--- src/design/jsts_pkg.sv ---
// ----------------------------------------------------------------------------
// jsts_pkg
// Types, character codes and small lookup functions shared by the JSON scalar
// token scanner modules.
// ----------------------------------------------------------------------------
package jsts_pkg;

   typedef enum logic [2:0] {
      PH_IDLE,
      PH_LIT,
      PH_INT,
      PH_FRAC,
      PH_EXPSIGN,
      PH_EXPDIG
   } phase_type;

   typedef enum logic [3:0] {
      TOK_INT       = 4'd0,
      TOK_NAT       = 4'd1,
      TOK_REAL      = 4'd2,
      TOK_TRUE      = 4'd3,
      TOK_FALSE     = 4'd4,
      TOK_NULL      = 4'd5,
      TOK_OTHER     = 4'd6,
      TOK_ERR_NUM   = 4'd7,
      TOK_ERR_REAL  = 4'd8,
      TOK_ERR_TRUE  = 4'd9,
      TOK_ERR_FALSE = 4'd10,
      TOK_ERR_NULL  = 4'd11,
      TOK_END       = 4'd12
   } tok_kind_type;

   localparam logic [1:0] LIT_TRUE  = 2'd0;
   localparam logic [1:0] LIT_FALSE = 2'd1;
   localparam logic [1:0] LIT_NULL  = 2'd2;

   localparam logic [7:0] CH_NUL   = 8'h00;
   localparam logic [7:0] CH_TAB   = 8'h09;
   localparam logic [7:0] CH_LF    = 8'h0A;
   localparam logic [7:0] CH_CR    = 8'h0D;
   localparam logic [7:0] CH_SPACE = 8'h20;
   localparam logic [7:0] CH_PLUS  = 8'h2B;
   localparam logic [7:0] CH_MINUS = 8'h2D;
   localparam logic [7:0] CH_DOT   = 8'h2E;
   localparam logic [7:0] CH_0     = 8'h30;
   localparam logic [7:0] CH_9     = 8'h39;
   localparam logic [7:0] CH_UP_E  = 8'h45;
   localparam logic [7:0] CH_A     = 8'h61;
   localparam logic [7:0] CH_E     = 8'h65;
   localparam logic [7:0] CH_F     = 8'h66;
   localparam logic [7:0] CH_L     = 8'h6C;
   localparam logic [7:0] CH_N     = 8'h6E;
   localparam logic [7:0] CH_R     = 8'h72;
   localparam logic [7:0] CH_S     = 8'h73;
   localparam logic [7:0] CH_T     = 8'h74;
   localparam logic [7:0] CH_U     = 8'h75;

   localparam int FIFO_DEPTH  = 4;
   localparam int FIFO_PTR_W  = $clog2(FIFO_DEPTH);
   localparam int RSP_TDATA_W = 80;

   typedef struct packed {
      tok_kind_type token_kind;
      logic [63:0]  token_value;
      logic         overflow_flag;
      logic [7:0]   passed_byte;
      logic         last_result;
   } result_type;

   typedef struct packed {
      logic [1:0] count;
      result_type res_first;
      result_type res_second;
   } result_pair_type;

   function automatic logic is_digit(input logic [7:0] b);
      return (b >= CH_0) && (b <= CH_9);
   endfunction

   function automatic logic is_space(input logic [7:0] b);
      return (b == CH_NUL) || (b == CH_TAB) || (b == CH_LF) || (b == CH_CR) ||
             (b == CH_SPACE);
   endfunction

   function automatic logic [7:0] lit_char(input logic [1:0] which, input logic [1:0] pos);
      logic [7:0] ch;
      ch = CH_NUL;
      unique case (which)
         LIT_TRUE: begin
            unique case (pos)
               2'd0: ch = CH_R;
               2'd1: ch = CH_U;
               2'd2: ch = CH_E;
               2'd3: ch = CH_NUL;
            endcase
         end
         LIT_FALSE: begin
            unique case (pos)
               2'd0: ch = CH_A;
               2'd1: ch = CH_L;
               2'd2: ch = CH_S;
               2'd3: ch = CH_E;
            endcase
         end
         default: begin
            unique case (pos)
               2'd0: ch = CH_U;
               2'd1: ch = CH_L;
               2'd2: ch = CH_L;
               2'd3: ch = CH_NUL;
            endcase
         end
      endcase
      return ch;
   endfunction

   function automatic logic [1:0] lit_last_pos(input logic [1:0] which);
      return (which == LIT_FALSE) ? 2'd3 : 2'd2;
   endfunction

   function automatic tok_kind_type lit_kind(input logic [1:0] which);
      tok_kind_type k;
      unique case (which)
         LIT_TRUE:  k = TOK_TRUE;
         LIT_FALSE: k = TOK_FALSE;
         default:   k = TOK_NULL;
      endcase
      return k;
   endfunction

   function automatic tok_kind_type lit_err_kind(input logic [1:0] which);
      tok_kind_type k;
      unique case (which)
         LIT_TRUE:  k = TOK_ERR_TRUE;
         LIT_FALSE: k = TOK_ERR_FALSE;
         default:   k = TOK_ERR_NULL;
      endcase
      return k;
   endfunction

endpackage

--- src/design/jsts_scan.sv ---
// ----------------------------------------------------------------------------
// jsts_scan
// Scanner state and the next-state update for one byte or end mark; gives
// up to two results per transfer.
// ----------------------------------------------------------------------------
module jsts_scan
   import jsts_pkg::*;
(
   input  logic            clock,
   input  logic            reset,
   input  logic            step_en,
   input  logic [7:0]      in_byte,
   input  logic            end_of_input,
   output result_pair_type pair
);

   phase_type   phase_ff, phase_in;
   logic        digits_ff, digits_in;
   logic        neg_ff, neg_in;
   logic [63:0] acc_ff, acc_in;
   logic        ovf_ff, ovf_in;
   logic [1:0]  pos_ff, pos_in;
   logic [1:0]  which_ff, which_in;

   logic [67:0] acc_times10;
   logic [67:0] acc_sum;
   logic [63:0] acc_step;
   logic        ovf_step;
   logic [63:0] acc_neg;
   result_type  fin_res;
   result_type  a_res, b_res;
   logic        a_valid, b_valid;
   logic        finish, clear, redo;
   logic        dig, expmark;

   assign dig     = is_digit(in_byte);
   assign expmark = (in_byte == CH_E) || (in_byte == CH_UP_E);

   assign acc_times10 = {1'b0, acc_ff, 3'b000} + {3'b000, acc_ff, 1'b0};
   assign acc_sum     = acc_times10 + {64'd0, in_byte[3:0]};
   assign ovf_step    = ovf_ff || (acc_sum[67:64] != 4'd0);
   assign acc_step    = ovf_step ? {64{1'b1}} : acc_sum[63:0];
   assign acc_neg     = (~acc_ff) + 64'd1;

   always_comb begin
      fin_res = '0;
      if (phase_ff == PH_INT) begin
         if (!digits_ff) begin
            fin_res.token_kind = TOK_ERR_NUM;
         end else if (neg_ff) begin
            fin_res.token_kind = TOK_INT;
            if (ovf_ff || (acc_ff[63] && (acc_ff[62:0] != 63'd0))) begin
               fin_res.token_value   = {1'b1, 63'd0};
               fin_res.overflow_flag = 1'b1;
            end else begin
               fin_res.token_value = acc_neg;
            end
         end else if (!acc_ff[63]) begin
            fin_res.token_kind  = TOK_INT;
            fin_res.token_value = acc_ff;
         end else begin
            fin_res.token_kind    = TOK_NAT;
            fin_res.token_value   = acc_ff;
            fin_res.overflow_flag = ovf_ff;
         end
      end else if ((phase_ff == PH_FRAC || phase_ff == PH_EXPDIG) && digits_ff) begin
         fin_res.token_kind = TOK_REAL;
      end else begin
         fin_res.token_kind = TOK_ERR_REAL;
      end
   end

   always_comb begin
      phase_in  = phase_ff;
      digits_in = digits_ff;
      neg_in    = neg_ff;
      acc_in    = acc_ff;
      ovf_in    = ovf_ff;
      pos_in    = pos_ff;
      which_in  = which_ff;
      a_valid   = 1'b0;
      a_res     = '0;
      b_valid   = 1'b0;
      b_res     = '0;
      b_res.last_result = 1'b1;
      finish    = 1'b0;
      clear     = 1'b0;
      redo      = 1'b0;

      unique case (phase_ff)
         PH_LIT: begin
            if (end_of_input) begin
               a_valid          = 1'b1;
               a_res.token_kind = lit_err_kind(which_ff);
               phase_in         = PH_IDLE;
               redo             = 1'b1;
            end else if (in_byte == lit_char(which_ff, pos_ff)) begin
               if (pos_ff >= lit_last_pos(which_ff)) begin
                  a_valid          = 1'b1;
                  a_res.token_kind = lit_kind(which_ff);
                  phase_in         = PH_IDLE;
                  pos_in           = 2'd0;
               end else begin
                  pos_in = pos_ff + 2'd1;
               end
            end else begin
               a_valid          = 1'b1;
               a_res.token_kind = lit_err_kind(which_ff);
               phase_in         = PH_IDLE;
               pos_in           = 2'd0;
            end
         end
         PH_INT: begin
            if (end_of_input) begin
               finish = 1'b1;
            end else if (dig) begin
               acc_in    = acc_step;
               ovf_in    = ovf_step;
               digits_in = 1'b1;
            end else if (in_byte == CH_DOT || expmark) begin
               if (!digits_ff) begin
                  a_valid          = 1'b1;
                  a_res.token_kind = TOK_ERR_NUM;
                  phase_in         = PH_IDLE;
                  clear            = 1'b1;
               end else begin
                  phase_in  = expmark ? PH_EXPSIGN : PH_FRAC;
                  digits_in = 1'b0;
               end
            end else begin
               finish = 1'b1;
            end
         end
         PH_FRAC: begin
            if (end_of_input) begin
               finish = 1'b1;
            end else if (dig) begin
               digits_in = 1'b1;
            end else if (expmark) begin
               if (!digits_ff) begin
                  a_valid          = 1'b1;
                  a_res.token_kind = TOK_ERR_REAL;
                  phase_in         = PH_IDLE;
                  clear            = 1'b1;
               end else begin
                  phase_in  = PH_EXPSIGN;
                  digits_in = 1'b0;
               end
            end else begin
               finish = 1'b1;
            end
         end
         PH_EXPSIGN: begin
            if (end_of_input) begin
               finish = 1'b1;
            end else if (dig) begin
               phase_in  = PH_EXPDIG;
               digits_in = 1'b1;
            end else if (in_byte == CH_MINUS || in_byte == CH_PLUS) begin
               phase_in  = PH_EXPDIG;
               digits_in = 1'b0;
            end else begin
               a_valid          = 1'b1;
               a_res.token_kind = TOK_ERR_REAL;
               phase_in         = PH_IDLE;
               clear            = 1'b1;
            end
         end
         PH_EXPDIG: begin
            if (!end_of_input && dig) begin
               digits_in = 1'b1;
            end else begin
               finish = 1'b1;
            end
         end
         default: begin
            phase_in = PH_IDLE;
            redo     = 1'b1;
         end
      endcase

      if (finish) begin
         a_valid  = 1'b1;
         a_res    = fin_res;
         phase_in = PH_IDLE;
         clear    = 1'b1;
         redo     = 1'b1;
      end

      if (clear) begin
         digits_in = 1'b0;
         neg_in    = 1'b0;
         acc_in    = 64'd0;
         ovf_in    = 1'b0;
      end

      if (redo) begin
         if (end_of_input) begin
            pos_in           = 2'd0;
            b_valid          = 1'b1;
            b_res.token_kind = TOK_END;
         end else if (is_space(in_byte)) begin
            b_valid = 1'b0;
         end else if (in_byte == CH_T || in_byte == CH_F || in_byte == CH_N) begin
            phase_in = PH_LIT;
            pos_in   = 2'd0;
            which_in = (in_byte == CH_T) ? LIT_TRUE :
                       ((in_byte == CH_F) ? LIT_FALSE : LIT_NULL);
         end else if (in_byte == CH_MINUS || dig) begin
            phase_in  = PH_INT;
            ovf_in    = 1'b0;
            neg_in    = !dig;
            digits_in = dig;
            acc_in    = dig ? {60'd0, in_byte[3:0]} : 64'd0;
         end else begin
            b_valid           = 1'b1;
            b_res.token_kind  = TOK_OTHER;
            b_res.passed_byte = in_byte;
         end
      end
   end

   always_comb begin
      pair = '0;
      if (a_valid) begin
         pair.res_first             = a_res;
         pair.res_first.last_result = !b_valid;
         pair.res_second            = b_res;
         pair.count                 = b_valid ? 2'd2 : 2'd1;
      end else begin
         pair.res_first  = b_res;
         pair.res_second = b_res;
         pair.count      = b_valid ? 2'd1 : 2'd0;
      end
   end

   always_ff @(posedge clock) begin
      if (reset) begin
         phase_ff  <= PH_IDLE;
         digits_ff <= 1'b0;
         neg_ff    <= 1'b0;
         acc_ff    <= 64'd0;
         ovf_ff    <= 1'b0;
         pos_ff    <= 2'd0;
         which_ff  <= 2'd0;
      end else if (step_en) begin
         phase_ff  <= phase_in;
         digits_ff <= digits_in;
         neg_ff    <= neg_in;
         acc_ff    <= acc_in;
         ovf_ff    <= ovf_in;
         pos_ff    <= pos_in;
         which_ff  <= which_in;
      end
   end

endmodule

--- src/design/jsts_rsp_fifo.sv ---
// ----------------------------------------------------------------------------
// jsts_rsp_fifo
// Small result queue that takes zero, one or two results per cycle and
// presents its oldest result to the output channel, one per cycle while rd_en is high.
// ----------------------------------------------------------------------------
module jsts_rsp_fifo
   import jsts_pkg::*;
(
   input  logic                  clock,
   input  logic                  reset,
   input  logic                  wr_en,
   input  result_pair_type       wr_pair,
   input  logic                  rd_en,
   output result_type            rd_data,
   output logic [FIFO_PTR_W:0]   fill
);

   result_type              entry_ff [FIFO_DEPTH];
   logic [FIFO_PTR_W-1:0]   wr_ptr_ff, wr_ptr_in;
   logic [FIFO_PTR_W-1:0]   wr_ptr_next;
   logic [FIFO_PTR_W-1:0]   rd_ptr_ff, rd_ptr_in;
   logic [FIFO_PTR_W:0]     fill_ff, fill_in;
   logic [1:0]              wr_count;

   assign wr_count    = wr_en ? wr_pair.count : 2'd0;
   assign wr_ptr_next = wr_ptr_ff + FIFO_PTR_W'(1);
   assign wr_ptr_in   = wr_ptr_ff + FIFO_PTR_W'(wr_count);
   assign rd_ptr_in   = rd_ptr_ff + FIFO_PTR_W'(rd_en);
   assign fill_in     = fill_ff + (FIFO_PTR_W + 1)'(wr_count) - (FIFO_PTR_W + 1)'(rd_en);
   assign rd_data     = entry_ff[rd_ptr_ff];
   assign fill        = fill_ff;

   always_ff @(posedge clock) begin
      if (wr_count != 2'd0) begin
         entry_ff[wr_ptr_ff] <= wr_pair.res_first;
      end
      if (wr_count == 2'd2) begin
         entry_ff[wr_ptr_next] <= wr_pair.res_second;
      end
   end

   always_ff @(posedge clock) begin
      if (reset) begin
         wr_ptr_ff <= '0;
         rd_ptr_ff <= '0;
         fill_ff   <= '0;
      end else begin
         wr_ptr_ff <= wr_ptr_in;
         rd_ptr_ff <= rd_ptr_in;
         fill_ff   <= fill_in;
      end
   end

endmodule

--- src/design/json_scalar_token_scanner.sv ---
// ----------------------------------------------------------------------------
// json_scalar_token_scanner
// Results enter the result queue at their input transfer and leave it in order.
// Throughput: one byte per cycle while the queue has room; one registered scanner update.
// A byte that ends a number and also yields a result puts two results in the queue.
// Input is taken while the four-entry result queue has at least two free entries.
// Reset is synchronous; it returns the scanner to idle and empties the queue.
// ----------------------------------------------------------------------------
module json_scalar_token_scanner
   import jsts_pkg::*;
(
   input  logic                   clock,
   input  logic                   reset,
   input  logic                   req_tvalid,
   output logic                   req_tready,
   input  logic [7:0]             req_tdata,   // [7:0] in_byte
   input  logic [0:0]             req_tuser,   // [0] end_of_input
   output logic                   rsp_tvalid,
   input  logic                   rsp_tready,
   output logic [RSP_TDATA_W-1:0] rsp_tdata,   // [63:0] token_value, [64] overflow_flag,
                                               // [72:65] passed_byte, [79:73] zero
   output logic [3:0]             rsp_tuser,   // [3:0] token_kind
   output logic                   rsp_tlast    // last_result
);

   result_pair_type       pair;
   result_type            head;
   logic [FIFO_PTR_W:0]   fill;
   logic                  req_xfer;
   logic                  rsp_xfer;

   assign req_tready = fill <= (FIFO_PTR_W + 1)'(FIFO_DEPTH - 2);
   assign req_xfer   = req_tvalid && req_tready;
   assign rsp_tvalid = fill != '0;
   assign rsp_xfer   = rsp_tvalid && rsp_tready;

   jsts_scan u_scan (
      .clock        (clock),
      .reset        (reset),
      .step_en      (req_xfer),
      .in_byte      (req_tdata),
      .end_of_input (req_tuser[0]),
      .pair         (pair)
   );

   jsts_rsp_fifo u_rsp_fifo (
      .clock   (clock),
      .reset   (reset),
      .wr_en   (req_xfer),
      .wr_pair (pair),
      .rd_en   (rsp_xfer),
      .rd_data (head),
      .fill    (fill)
   );

   assign rsp_tdata = {7'd0, head.passed_byte, head.overflow_flag, head.token_value};
   assign rsp_tuser = head.token_kind;
   assign rsp_tlast = head.last_result;

`ifndef ASSERT_OFF
   a_fill_bound: assert property (@(posedge clock) disable iff (reset)
      fill <= (FIFO_PTR_W + 1)'(FIFO_DEPTH))
      else $error("result queue overfilled");

   a_result_shows: assert property (@(posedge clock) disable iff (reset)
      (req_xfer && pair.count != 2'd0) |=> rsp_tvalid)
      else $error("accepted transfer produced no visible result");

   a_end_result: assert property (@(posedge clock) disable iff (reset)
      (req_xfer && req_tuser[0]) |-> (pair.count != 2'd0))
      else $error("end of input gave no result");

   a_end_is_last: assert property (@(posedge clock) disable iff (reset)
      (rsp_tvalid && rsp_tuser == TOK_END) |-> rsp_tlast)
      else $error("end result not marked last");
`endif

endmodule

--- config.mk ---
export PLATFORM = sky130hd
export DESIGN_NAME = json_scalar_token_scanner
export DESIGN_NICKNAME = d
export VERILOG_FILES = /design/src/design/jsts_pkg.sv /design/src/design/jsts_scan.sv /design/src/design/jsts_rsp_fifo.sv /design/src/design/json_scalar_token_scanner.sv
export SDC_FILE = /design/constraint.sdc
export NUM_CORES = 1
export LEC_CHECK = 0
export BUFFER_PORTS_ARGS = -buffer_cell sky130_fd_sc_hd__buf_2
export CAP_MARGIN = 0
export CORE_ASPECT_RATIO = 1.5
export CORE_MARGIN = 10
export CORE_UTILIZATION = 30
export DETAILED_ROUTE_END_ITERATION = 10
export PLACE_DENSITY_LB_ADDON = 0.15
export SYNTH_ARGS = -nofsm -noshare
export SYNTH_HDL_FRONTEND = slang
export SYNTH_HIERARCHICAL = 1
export SYNTH_SLANG_ARGS = --single-unit
--- constraint.sdc ---
create_clock -name clock -period 7.7 [get_ports clock]
set_clock_uncertainty 0.15 [all_clocks]
set_input_delay 0.77 -clock clock [delete_from_list [all_inputs] [get_ports clock]]
set_output_delay 0.77 -clock clock [all_outputs]
set_load 0.02 [all_outputs]
==> flow_summary.toml <==
[grt]
grt_max_degree = 72
overflow = 0
grt_antenna_before_repair = 0
groute.usage.overall = 0.152
first_global_vias = 19191
grt_first_pass_wirelength_um = 118000

[layout]
fillCellCount = 8757
area_growth_syn_to_layout_pct = 9.89
mostFrequentLayoutCell = "sky130_fd_sc_hd__edfxtp_1"
seq_area_um2 = 11000
drive_gt1_frac = 0.259
final_core_util = 0.331
antennaDiodeCount = 0
stdcell_area_um2 = 29000
multi_input_area_um2 = 14400
final_stage_net_count = 2458
mostFrequentLayoutCells = "sky130_fd_sc_hd__edfxtp_1, sky130_fd_sc_hd__mux2_2, sky130_fd_sc_hd__nor2_1"
finalNonFillerCells = 3476

[critical_path]
cp_data_required_time_ns = 7.86
critPathMaxFanout = 14
critPathSlowestCell = "sky130_fd_sc_hd__nor3b_4"
crit_chain = "buf_2 > nor3b_1 > nand3_1 > a21o_1 > a222oi_1 > nor3b_1 > nand2b_1 > ha_1 > nand3b_2 > nor3b_4 > buf_4 > mux2_2"
timing.critical_path.slowest_cell_delay_ns = 0.89
timing.setup.critical_path_class = "input port to register"
worst_setup_path_start_kind = "input port"
worst-endpoint-arrival_ns = 6.24
cp_common_cell = "sky130_fd_sc_hd__nor3b_1"
cp-end-kind = "register"

[route]
vias = 18311
detail_route.wl_per_cell_um = 22.3
detail_route.first_pass.iterations = 5
routed_wl_um = 77600
drtAntennaViolNets = 0
initialDrtViolationCount = 901
drc = 0
viasPerCell = 5.27

[synthesis]
dominantRegCellSynth = "sky130_fd_sc_hd__edfxtp_1"
postSynthAreaPerCell_um2 = 11.5
synth_async_sr_flop_share = 0
synth.top_cells.by_area = "sky130_fd_sc_hd__edfxtp_1, sky130_fd_sc_hd__mux2_2, sky130_fd_sc_hd__ha_1, sky130_fd_sc_hd__mux4_2, sky130_fd_sc_hd__dfxtp_1"
synth_largest_area_cell = "sky130_fd_sc_hd__edfxtp_1"
ys_seq_area_frac = 0.417
synth-seq-cells = 393
post-synth-top-area-fraction = 0.356
syn_std_cell_area_um2 = 26400
postSynthCellCount = 2286
post_synth_num_cell_types = 84
synth.yosys.warnings = 6
edff_count_synth = 312

[sta]
fin_crit_sh = 0.789
timing_worst_slew_pin_value_ns = 1.18
final_max_slew_viol_count = 0
slew-limit-headroom = 0.202
timing.hold.ws_ns = 0.400
finalSetupViolCount = 0
timing.final.hold_violations = 0
grt_setup_unrepaired = "false"
max_freq_mhz = 165
finalSetupTns_ns = 0
timing.final.crit_period_ns = 6.07
final_setup_slack_of_the_worst_path_ns = 1.63

[pwr]
p_clk_frac = 0.296
p_leak_nw = 11.3
seq_power_share = 0.421
p_int_mw = 4.34
comb_power_share = 0.283
p_per_area_nw_per_um2 = 223
peakVddDrop_v = 0.000247
net-switching-power_mw = 2.13
post-layout-total-power_mw = 6.47
power.switching_fraction = 0.329

[clocking]
postCtsSetupBuffers = 0
clkLatencyLatePin_ns = 0.57
cts-hold-fix-buffers = 0
clk_transition_reported_paths_ns = 0.07
total_number_of_clock_tree_sinks = 393
ctsHtreeMaxLevel = 2
tritoncts = "done"
clock_tree.root_cell = "sky130_fd_sc_hd__clkbuf_16"
tritoncts.num_buffers = 42
ctsLongestPathBuffers = 3
cts_repair_resized_insts = 0

[floorplan]
io_pins = 100
core.rowCount = 133
coreArea_um2 = 87400
die_height_um = 383
floorplan.initialDensity = 0.302
dieWidth_um = 262
floorplan.die_area_um2 = 100000

[place]
dp.final_hpwl_um = 53000
gp_congestion = 0.875
io_buffers = 92
pre_cts_ws_ns = 1.07
placed_cells = 3404
placed_area_um2 = 27700

[job]
number_of_maximum_capacitance_violations = 0

[run_status]
status = "complete, no violations"

[worst_hold_path]
hold_class = "register to register"
==> final timing paths <==
| kind | startpoint | to | slack [ns] | depth (start not counted) |
|---|---|---|---|---|
| setup / recovery | req_tdata[7] | u_rsp_fifo/entry_ff[2][63] | 1.63 | 12 |
| hold / removal | u_scan/pos_ff[0] | u_scan/pos_ff[0] | 0.40 | 2 |
| setup reg to reg | u_scan/acc_ff[21] | u_scan/acc_ff[33] | 1.82 | 13 |
| hold reg to reg | u_scan/pos_ff[0] | u_scan/pos_ff[0] | 0.40 | 2 |
==> Yosys cell counts (10+ instances only) <==
cell type                    n
sky130_fd_sc_hd__a211o_1    10
sky130_fd_sc_hd__a211oi_1   13
sky130_fd_sc_hd__a21boi_0   10
sky130_fd_sc_hd__a21o_1     31
sky130_fd_sc_hd__a21oi_1   106
sky130_fd_sc_hd__a221o_1    40
sky130_fd_sc_hd__a31oi_1    30
sky130_fd_sc_hd__and2_1     26
sky130_fd_sc_hd__and3_1     14
sky130_fd_sc_hd__buf_2      44
sky130_fd_sc_hd__buf_4      78
sky130_fd_sc_hd__clkbuf_1   90
sky130_fd_sc_hd__dfxtp_1    81
sky130_fd_sc_hd__edfxtp_1  312
sky130_fd_sc_hd__ha_1      141
sky130_fd_sc_hd__inv_1      42
sky130_fd_sc_hd__mux2_2    295
sky130_fd_sc_hd__mux2_4     20
sky130_fd_sc_hd__mux4_2     78
sky130_fd_sc_hd__nand2_1    96
sky130_fd_sc_hd__nand2b_1   23
sky130_fd_sc_hd__nand3_1    26
sky130_fd_sc_hd__nand4_1    31
sky130_fd_sc_hd__nor2_1    154
sky130_fd_sc_hd__nor2b_1    20
sky130_fd_sc_hd__nor3_1     31
sky130_fd_sc_hd__o211ai_1   13
sky130_fd_sc_hd__o21ai_0    96
sky130_fd_sc_hd__o21bai_1   13
sky130_fd_sc_hd__o31ai_1    38
sky130_fd_sc_hd__or2_2      10
sky130_fd_sc_hd__or3_1      17
sky130_fd_sc_hd__or4_1      15
sky130_fd_sc_hd__xnor2_1    46
sky130_fd_sc_hd__xor2_1     83
==> routing by layer <==
metal	global-route usage	wire (µm)	vias to the layer above
met5	0	0	-
met4	0.0388	1580	0
met3	0.0124	2450	75
met2	0.277	40100	345
met1	0.188	33500	9247
li1	-	-	8644
==> area by class of cell <==
type,count,share of cell area
well taps,1147,0.0496
clock inverters,17,0.00454
repair buffers,118,0.0261
multi-input cells,1704,0.496
flip-flops and latches,393,0.380
clock buffers,55,0.0383
inverters,42,0.00544
==> registers in the layout (all words and copies together) (netlist names) <==
signal                flops
u_rsp_fifo/entry_ff     312
u_scan/pos_ff             2
u_rsp_fifo/rd_ptr_ff      2
u_scan/which_ff           2
u_rsp_fifo/wr_ptr_ff      2
u_scan/phase_ff           3
u_scan/digits_ff          1
u_rsp_fifo/fill           3
u_scan/acc_ff            64
u_scan/neg_ff             1
u_scan/ovf_ff             1
==> cells by family after synthesis <==
family                   count (synthesis)  synth area share
multiplexers                           399             0.206
AND/OR/NAND/NOR                        501            0.0966
AO/OA/AOI/OAI                          457             0.116
XOR/XNOR                               129            0.0429
adder cells (fa/ha/maj)                144            0.0692
other                                    3          0.000427
buffers and inverters                  260            0.0511
flip-flops                             393             0.417
==> critical path, delay by kind of cell <==
family | cells | cell delay [ns]
AND/OR/NAND/NOR | 6 | 3.15
AO/OA/AOI/OAI | 2 | 0.98
buffers and inverters | 2 | 0.53
adder cells (fa/ha/maj) | 1 | 0.42
multiplexers | 1 | 0.37
==> power by group through the flow <==
stage          logic (mW)  clock network (mW)  registers (mW)
2_1_floorplan        1.29                   0            2.72
3_3_place_gp         1.88                   0            2.76
3_5_place_dp         1.88                   0            2.78
4_1_cts              1.89                1.98            2.73
5_1_grt              1.98                2.05            2.75
6_report             1.83                1.91            2.72
Power figures use the tool's default switching activity.
